<file path="src/sv/mrc_pkg.sv">
// Shared types, constants and CRC helper for the Modbus RTU response checker.
package mrc_pkg;

  localparam int unsigned MAX_PAYLOAD_DEFAULT = 252;

  localparam logic [15:0] CRC_SEED = 16'hFFFF;
  localparam logic [15:0] CRC_POLY = 16'hA001;

  localparam int unsigned CFG_INDEX_W = 2;
  localparam logic [CFG_INDEX_W-1:0] REG_SLAVE_ADDRESS   = 2'd0;
  localparam logic [CFG_INDEX_W-1:0] REG_FUNCTION_CODE   = 2'd1;
  localparam logic [CFG_INDEX_W-1:0] REG_RESPONSE_LENGTH = 2'd2;

  localparam logic [7:0] SLAVE_ADDRESS_RESET   = 8'd1;
  localparam logic [6:0] FUNCTION_CODE_RESET   = 7'd3;
  localparam logic [7:0] RESPONSE_LENGTH_RESET = 8'd4;

  // Frame status codes
  localparam logic [2:0] ST_OK        = 3'd0;
  localparam logic [2:0] ST_ADDRESS   = 3'd1;
  localparam logic [2:0] ST_FORMAT    = 3'd2;
  localparam logic [2:0] ST_ILL_FUNC  = 3'd3;
  localparam logic [2:0] ST_BAD_ADDR  = 3'd4;
  localparam logic [2:0] ST_BAD_DATA  = 3'd5;
  localparam logic [2:0] ST_SLAVE_FLT = 3'd6;
  localparam logic [2:0] ST_CRC       = 3'd7;

  // Exception codes carried in an exception response
  localparam logic [7:0] EXC_ILL_FUNC  = 8'h01;
  localparam logic [7:0] EXC_BAD_ADDR  = 8'h02;
  localparam logic [7:0] EXC_BAD_DATA  = 8'h03;
  localparam logic [7:0] EXC_SLAVE_FLT = 8'h04;

  // Configuration as seen by the checker core
  typedef struct packed {
    logic [7:0]  slave_address;
    logic [6:0]  function_code;
    logic [7:0]  response_length;
    logic [15:0] crc_address;     // CRC state after seed and slave address
  } cfg_t;

  // One result beat
  typedef struct packed {
    logic       result_kind;
    logic [7:0] data_byte;
    logic [2:0] frame_status;
    logic       spurious_skipped;
    logic       last_of_frame;
  } result_t;

  // Fold one byte into a reflected CRC-16, one bit per step
  function automatic logic [15:0] crc_byte(input logic [15:0] crc, input logic [7:0] b);
    logic [15:0] z;
    z = crc ^ {8'h00, b};
    for (int k = 0; k < 8; k++) begin
      if (z[0]) begin
        z = (z >> 1) ^ CRC_POLY;
      end else begin
        z = z >> 1;
      end
    end
    return z;
  endfunction

endpackage

</file>
<file path="src/sv/mrc_core.sv">
// Frame state machine: consumes one byte per step and forms the result beat.
module mrc_core #(
  parameter int unsigned MAX_PAYLOAD = mrc_pkg::MAX_PAYLOAD_DEFAULT
) (
  input  logic             clk,
  input  logic             rst,
  input  mrc_pkg::cfg_t    cfg,
  input  logic             step,
  input  logic [7:0]       rx_byte,
  input  logic             frame_start,
  output logic             emit,
  output mrc_pkg::result_t result
);

  localparam logic [3:0] PH_IDLE    = 4'd0;
  localparam logic [3:0] PH_SECOND  = 4'd1;
  localparam logic [3:0] PH_FUNC    = 4'd2;
  localparam logic [3:0] PH_PAYLOAD = 4'd3;
  localparam logic [3:0] PH_EXC     = 4'd4;
  localparam logic [3:0] PH_CRCLO   = 4'd5;
  localparam logic [3:0] PH_CRCHI   = 4'd6;

  localparam logic [7:0] EXC_BYTES = 8'd3;
  localparam logic [7:0] MAX_LEN   = 8'(MAX_PAYLOAD);

  logic [3:0]  phase, phase_next;
  logic [15:0] crc, crc_next;
  logic [7:0]  remaining, remaining_next;
  logic [7:0]  first_byte, first_byte_next;
  logic        spurious, spurious_next;
  logic [7:0]  exc_code, exc_code_next;
  logic [7:0]  crc_low, crc_low_next;

  logic [15:0] crc_base;
  logic [15:0] crc_fed;
  logic [7:0]  len_sat;
  logic [7:0]  remaining_dec;
  logic [7:0]  exc_now;
  logic        take_func;
  logic        status_emit;
  logic [2:0]  status;
  logic        data_emit;

  // Second-byte phase starts from the CRC of the configured address
  assign crc_base      = (phase == PH_SECOND) ? cfg.crc_address : crc;
  assign crc_fed       = mrc_pkg::crc_byte(crc_base, rx_byte);
  assign len_sat       = (cfg.response_length > MAX_LEN) ? MAX_LEN : cfg.response_length;
  assign remaining_dec = (remaining != 8'd0) ? remaining - 8'd1 : 8'd0;
  assign exc_now       = (remaining == EXC_BYTES) ? rx_byte : exc_code;

  // Compute next state and result for the current byte
  always_comb begin
    phase_next      = phase;
    crc_next        = crc;
    remaining_next  = remaining;
    first_byte_next = first_byte;
    spurious_next   = spurious;
    exc_code_next   = exc_code;
    crc_low_next    = crc_low;
    take_func       = 1'b0;
    status_emit     = 1'b0;
    status          = mrc_pkg::ST_OK;
    data_emit       = 1'b0;

    if (frame_start) begin
      crc_next        = mrc_pkg::CRC_SEED;
      spurious_next   = 1'b0;
      remaining_next  = 8'd0;
      exc_code_next   = 8'd0;
      crc_low_next    = 8'd0;
      first_byte_next = rx_byte;
      phase_next      = PH_SECOND;
    end else begin
      case (phase)
        PH_SECOND: begin
          if (first_byte == cfg.slave_address) begin
            take_func = 1'b1;
          end else if (rx_byte == cfg.slave_address) begin
            spurious_next = 1'b1;
            crc_next      = cfg.crc_address;
            phase_next    = PH_FUNC;
          end else if (rx_byte[6:0] == cfg.function_code) begin
            spurious_next = 1'b1;
            take_func     = 1'b1;
          end else begin
            status_emit = 1'b1;
            status      = mrc_pkg::ST_ADDRESS;
          end
        end
        PH_FUNC: begin
          take_func = 1'b1;
        end
        PH_PAYLOAD: begin
          crc_next       = crc_fed;
          remaining_next = remaining_dec;
          data_emit      = 1'b1;
          if (remaining_dec == 8'd0) begin
            phase_next = PH_CRCLO;
          end
        end
        PH_EXC: begin
          exc_code_next  = exc_now;
          remaining_next = remaining_dec;
          if (remaining_dec == 8'd0) begin
            status_emit = 1'b1;
            case (exc_now)
              mrc_pkg::EXC_ILL_FUNC:  status = mrc_pkg::ST_ILL_FUNC;
              mrc_pkg::EXC_BAD_ADDR:  status = mrc_pkg::ST_BAD_ADDR;
              mrc_pkg::EXC_BAD_DATA:  status = mrc_pkg::ST_BAD_DATA;
              mrc_pkg::EXC_SLAVE_FLT: status = mrc_pkg::ST_SLAVE_FLT;
              default:                status = mrc_pkg::ST_FORMAT;
            endcase
          end
        end
        PH_CRCLO: begin
          crc_low_next = rx_byte;
          phase_next   = PH_CRCHI;
        end
        PH_CRCHI: begin
          status_emit = 1'b1;
          status      = ({rx_byte, crc_low} == crc) ? mrc_pkg::ST_OK : mrc_pkg::ST_CRC;
        end
        default: begin
          phase_next = PH_IDLE;
        end
      endcase

      // Check the function byte, normal or exception form
      if (take_func) begin
        crc_next = crc_fed;
        if (rx_byte[6:0] != cfg.function_code) begin
          status_emit = 1'b1;
          status      = mrc_pkg::ST_FORMAT;
        end else if (rx_byte[7]) begin
          phase_next     = PH_EXC;
          remaining_next = EXC_BYTES;
        end else begin
          remaining_next = len_sat;
          phase_next     = (len_sat == 8'd0) ? PH_CRCLO : PH_PAYLOAD;
        end
      end

      if (status_emit) begin
        phase_next = PH_IDLE;
      end
    end
  end

  // Hold frame state; advance only on a consumed beat
  always_ff @(posedge clk) begin
    if (rst) begin
      phase      <= PH_IDLE;
      crc        <= mrc_pkg::CRC_SEED;
      remaining  <= 8'd0;
      first_byte <= 8'd0;
      spurious   <= 1'b0;
      exc_code   <= 8'd0;
      crc_low    <= 8'd0;
    end else if (step) begin
      phase      <= phase_next;
      crc        <= crc_next;
      remaining  <= remaining_next;
      first_byte <= first_byte_next;
      spurious   <= spurious_next;
      exc_code   <= exc_code_next;
      crc_low    <= crc_low_next;
    end
  end

  // Form the result beat
  assign emit                    = status_emit | data_emit;
  assign result.result_kind      = status_emit;
  assign result.data_byte        = data_emit ? rx_byte : 8'd0;
  assign result.frame_status     = status_emit ? status : mrc_pkg::ST_OK;
  assign result.spurious_skipped = spurious_next;
  assign result.last_of_frame    = status_emit;

endmodule

</file>
<file path="config.mk">
export PLATFORM = sky130hd
export DESIGN_NAME = mrc_core
export DESIGN_NICKNAME = d
export VERILOG_FILES = /design/src/sv/mrc_pkg.sv /design/src/sv/mrc_core.sv
export SDC_FILE = /design/constraint.sdc
export NUM_CORES = 1
export LEC_CHECK = 0
export BUFFER_PORTS_ARGS = -buffer_cell sky130_fd_sc_hd__buf_4
export CORE_MARGIN = 4
export CORE_UTILIZATION = 40
export DETAILED_ROUTE_END_ITERATION = 10
export GPL_ROUTABILITY_DRIVEN = 0
export GPL_TIMING_DRIVEN = 0
export SYNTH_ARGS = -nofsm -noshare
export SYNTH_HDL_FRONTEND = slang
export SYNTH_SLANG_ARGS = --single-unit
</file>
<file path="constraint.sdc">
create_clock -name clk -period 4.1 [get_ports clk]
set_clock_uncertainty 0.1 [all_clocks]
set_input_delay 0.82 -clock clk [delete_from_list [all_inputs] [get_ports clk]]
set_output_delay 0.82 -clock clk [all_outputs]
set_load 0.01 [all_outputs]
</file>
# Word level (Yosys, flattened, before mapping)
# Index checks and enable logic that the tools add are counted.
[word_totals]
rom_bits = 0
latch_bits = 0
mem_bits_rw = 0
word_cells = 118
inputBits = 51
memories = 0
out_inout_bits = 15
register_bits = 53
[op_classes]
bitwise = 10
addsub = 1
shifts = 0
reduce_logical = 12
multipliers = 0
magnitude_cmp = 1
mux = 69
n_eq_ne = 18
div = 0
[op_table]
columns = ["op", "n"]
rows = [
  ["$mux W16", 13],
  ["$mux W8", 13],
  ["$pmux W16 S2", 1],
  ["$mux W4", 7],
  ["$eq A8 B2 Y1 const B", 3],
  ["$mux W3", 8],
  ["$not A2 Y3", 8],
  ["$mux W1", 22],
  ["$eq A16 B16 Y1", 1],
  ["$eq A8 B8 Y1", 2],
  ["$logic_not A8 Y1", 2],
  ["$pmux W4 S4", 1],
  ["$xor A16 B8 Y16", 1],
  ["$eq A4 B3 Y1 const B", 3],
  ["$pmux W3 S4", 1],
  ["$pmux W3 S3", 1],
  ["$eq A4 B2 Y1 const B", 2],
  ["$eq A8 B1 Y1 const B", 1],
  ["$eq A8 B3 Y1 const B", 1],
  ["$gt A8 B8 Y1 const B", 1],
  ["$reduce_bool A8 Y1", 1],
  ["$sub A8 B1 Y8 const B", 1],
  ["$eq A7 B7 Y1", 1],
  ["$ne A7 B7 Y1", 1],
  ["other kinds (12)", 15],
]

# Longest topological paths before layout
[logic_depth]
depth_word = 22
ltp_mapped = 11
ltp_nobuf = 10

# Least setup slack after synthesis
# Ideal clock, no wire load.
[synth_path]
path_kind = "in2out"
startpoint = "in rx_byte[5]"
endpoint = "out result[4] in the netlist's numbering"
cell_stages = 9
t_arrival_ns = 2.674
required_ns = 3.180
setup_slack_ns = 0.506
path_cell_list = "clkbuf_1 xor2_1 nor4_1 nand4_1 clkinv_1 nor3_1 nor3_1 or4_4 nor2_1"
[synth_rtl]
columns = ["element", "line", "text"]
rows = [
  ["start, declared", "mrc_core.sv:9", "input logic [7:0] rx_byte,"],
  ["end, declared", "mrc_core.sv:12", "output mrc_pkg::result_t result"],
]

==> flow_summary.ini <==
[run_status]
status = complete, no violations

[die]
dieArea_sq_um = 11810
core_region_area_sq_um = 9819
initial_core_util_pct = 41.27
die_h_um = 108.7
die_w_um = 108.7
pin_count = 66
rows = 36

[logic_synthesis]
ys_seq_elements = 53
ys.flop_type = dfxtp_1
postSynth.asyncResetShare_pct = 0
avgSynthCellArea_sq_um = 7.491
yosys_warnings = 0
synth_edf_count = 0
ys_seq_area_share_pct = 26.18
yosys-top-cells-area = dfxtp_1, xnor2_1, a21oi_1
synth_cell_types = 64
syn-cell-area_sq_um = 4053
synth_cells = 541
yosys.area.top_type = dfxtp_1
syn_nets = 594
synth_top_area_share_pct = 26.18

[sta]
period_needed_ps = 4057
fin_setup_tns_ps = 0
slew_headroom_pct = 11.97
tightest_slew_ps = 1308
maxSlewViolCount = 0
rsz0062_at_grt = yes
fmax_mhz = 246.5
min_period_over_period_pct = 98.96
setup_violations = 0
hold_viol = 0

[worst_setup_path]
r2r_slack_ps = 1160
arrival_ps = 3140
critPathMaxStageDelay_ps = 540
crit_type = reg -> out
crit_path_max_fanout = 10
end_kind = primary output
crit_chain = clkbuf_1 -> nor2_1 -> nand2_1 -> nor3_1 -> nor3_4 -> or4_4 -> a21oi_4 -> buf_6
cp-startpoint = phase[2]
start_kind = flop
cp_slowest_cell = or4_4
path_buf_inv = 2
cp_top_family = simple AND/OR/NAND/NOR gates
critPathRequiredTime_ps = 3180
rr_startpoint = phase[3]

[grt]
grt_max_degree = 17
grt_antenna_before_repair = 0
overflow = 0
grt_pass1_vias = 4176
track_usage_pct = 22.61
grt_pass1_wl_mm = 21.29

[clock_tree]
h-tree-depth = 2
cts_tree = done
path_clk_slew_ps = 100
cts_hold_buf = 0
clock-sinks = 53
cts_root_buf = clkbuf_8
cts.path.max_buffers = 2
insertion_delay_ps = 310
cts_buffers = 5

[finish]
syn_to_final_growth_pct = 21.46
nFillCells = 1003
layout_common_cells = buf_4, nor2_1, a21oi_1
n_antenna_cell = 0
fin_nets = 666
final_common_cell = buf_4
drive_gt1_share_pct = 18.08

[drt]
drt-initial-drc-count = 409
wl_met2_mm = 6.039
wl_met3_mm = 1.018
drc = 0
num_vias = 4348
drt-total-wl_mm = 13.33
viasPerCell = 5.821
routedLengthMet1_mm = 6.084
post_drt_wl_per_cell_um = 17.85
top_layer_used = met4
ant_nets = 0
first_pass_iters = 5

[worst_hold_path]
holdCritPathClass = reg -> reg
min_from = first_byte[4]

[pwr]
power.leakage_nw = 1.810
p_total_mw = 1.183
cellPowerDensity_nw_per_um2 = 240.3
peakVddDrop_v = 0.0001247

[run]
max-cap-violations = 0

[place]
hpwlAfterDp_mm = 9.810
port_buffers = 58
[registers in the layout, summed over array words and instances (netlist names)]
register    count
exc_code        8
crc            16
remaining       8
phase           4
first_byte      8
spurious        1
crc_low         8
[Yosys cell counts, drive strengths merged, types with 10 or more instances]
master	n
mux2i	16
nand2b	10
nor2	62
clkbuf	28
and2	11
nand3	14
buf	14
nand4	11
a21oi	57
nand2	37
nor3	18
xnor2	40
o21ai	37
dfxtp	53
nor4	10
xor2	23
a22oi	19
[where the power goes]
group	switching [mW]	leakage, nW	internal (mW)
clock network	0.189	0.0574	0.199
logic	0.149	1.32	0.124
registers	0.00394	0.430	0.518
total	0.342	1.81	0.841
[logic make-up after synthesis]
family,synth area share [%]
adders and majority gates,0.6174
and+or+nand+nor,26.21
xor gates and xnor gates,14.57
DFF,26.18
buffers and inverters,5.804
muxes,5.063
AOI/OAI and AO/OA,21.55
[final cells by class]
type	count	area, sq um	share of cell area, %
well taps	133	166.4	3.381
flip-flops and latches	53	1069	21.71
multi-input cells	437	2819	57.27
plain buffers	41	209.0	4.245
repair buffers	66	503.0	10.22
inverters	9	36.28	0.7372
clock inverters	2	37.54	0.7626
clock buffers	6	82.58	1.678
[timing repair]
action / CTS / global route
setup buffers: 4 / 4
pin swaps: 4 / 9
setup endpoints to repair: 6 / 6
resized for setup: 14 / 13
[worst min-delay path: cells and delay by family, from the launching register on]
kind | cells | cell delay [ps]
AO/OA/AOI/OAI | 1 | 50
flip-flops | 1 | 330
AND/OR/NAND/NOR | 1 | 50
[routing by layer]
layer,track usage (%),up-vias
met3,4.618,25
met2,35.08,197
li1,-,2064
met1,31.73,2062
met4,6.492,0
met5,0,-
[worst paths after layout]
path / to / cells past startpoint
min: first_byte[4] / 2
max reg2reg: crc[15] / 10
max: result[2] / 8
min reg2reg: first_byte[4] / 2
[metrics by stage]
| step | hold slack, ps | instance area, sq um | utilization (%) | setup WS [ps] | instances |
|---|---|---|---|---|---|
| 6_report | 376.1 | 4922 | 50.13 | 42.55 | 747 |
| 5_1_grt | 407.0 | 4922 | 50.13 | -76.39 | 747 |
| 4_1_cts | 378.5 | 4853 | 49.43 | 2.616 | 743 |
| 3_5_place_dp | 364.3 | 4654 | 47.40 | -185.8 | 732 |
| 3_3_place_gp | 359.5 | 4654 | 47.40 | -130.1 | 732 |
| 2_1_floorplan | 348.8 | 4053 | - | 506.3 | 541 |
(Power assumes the default switching activity.)
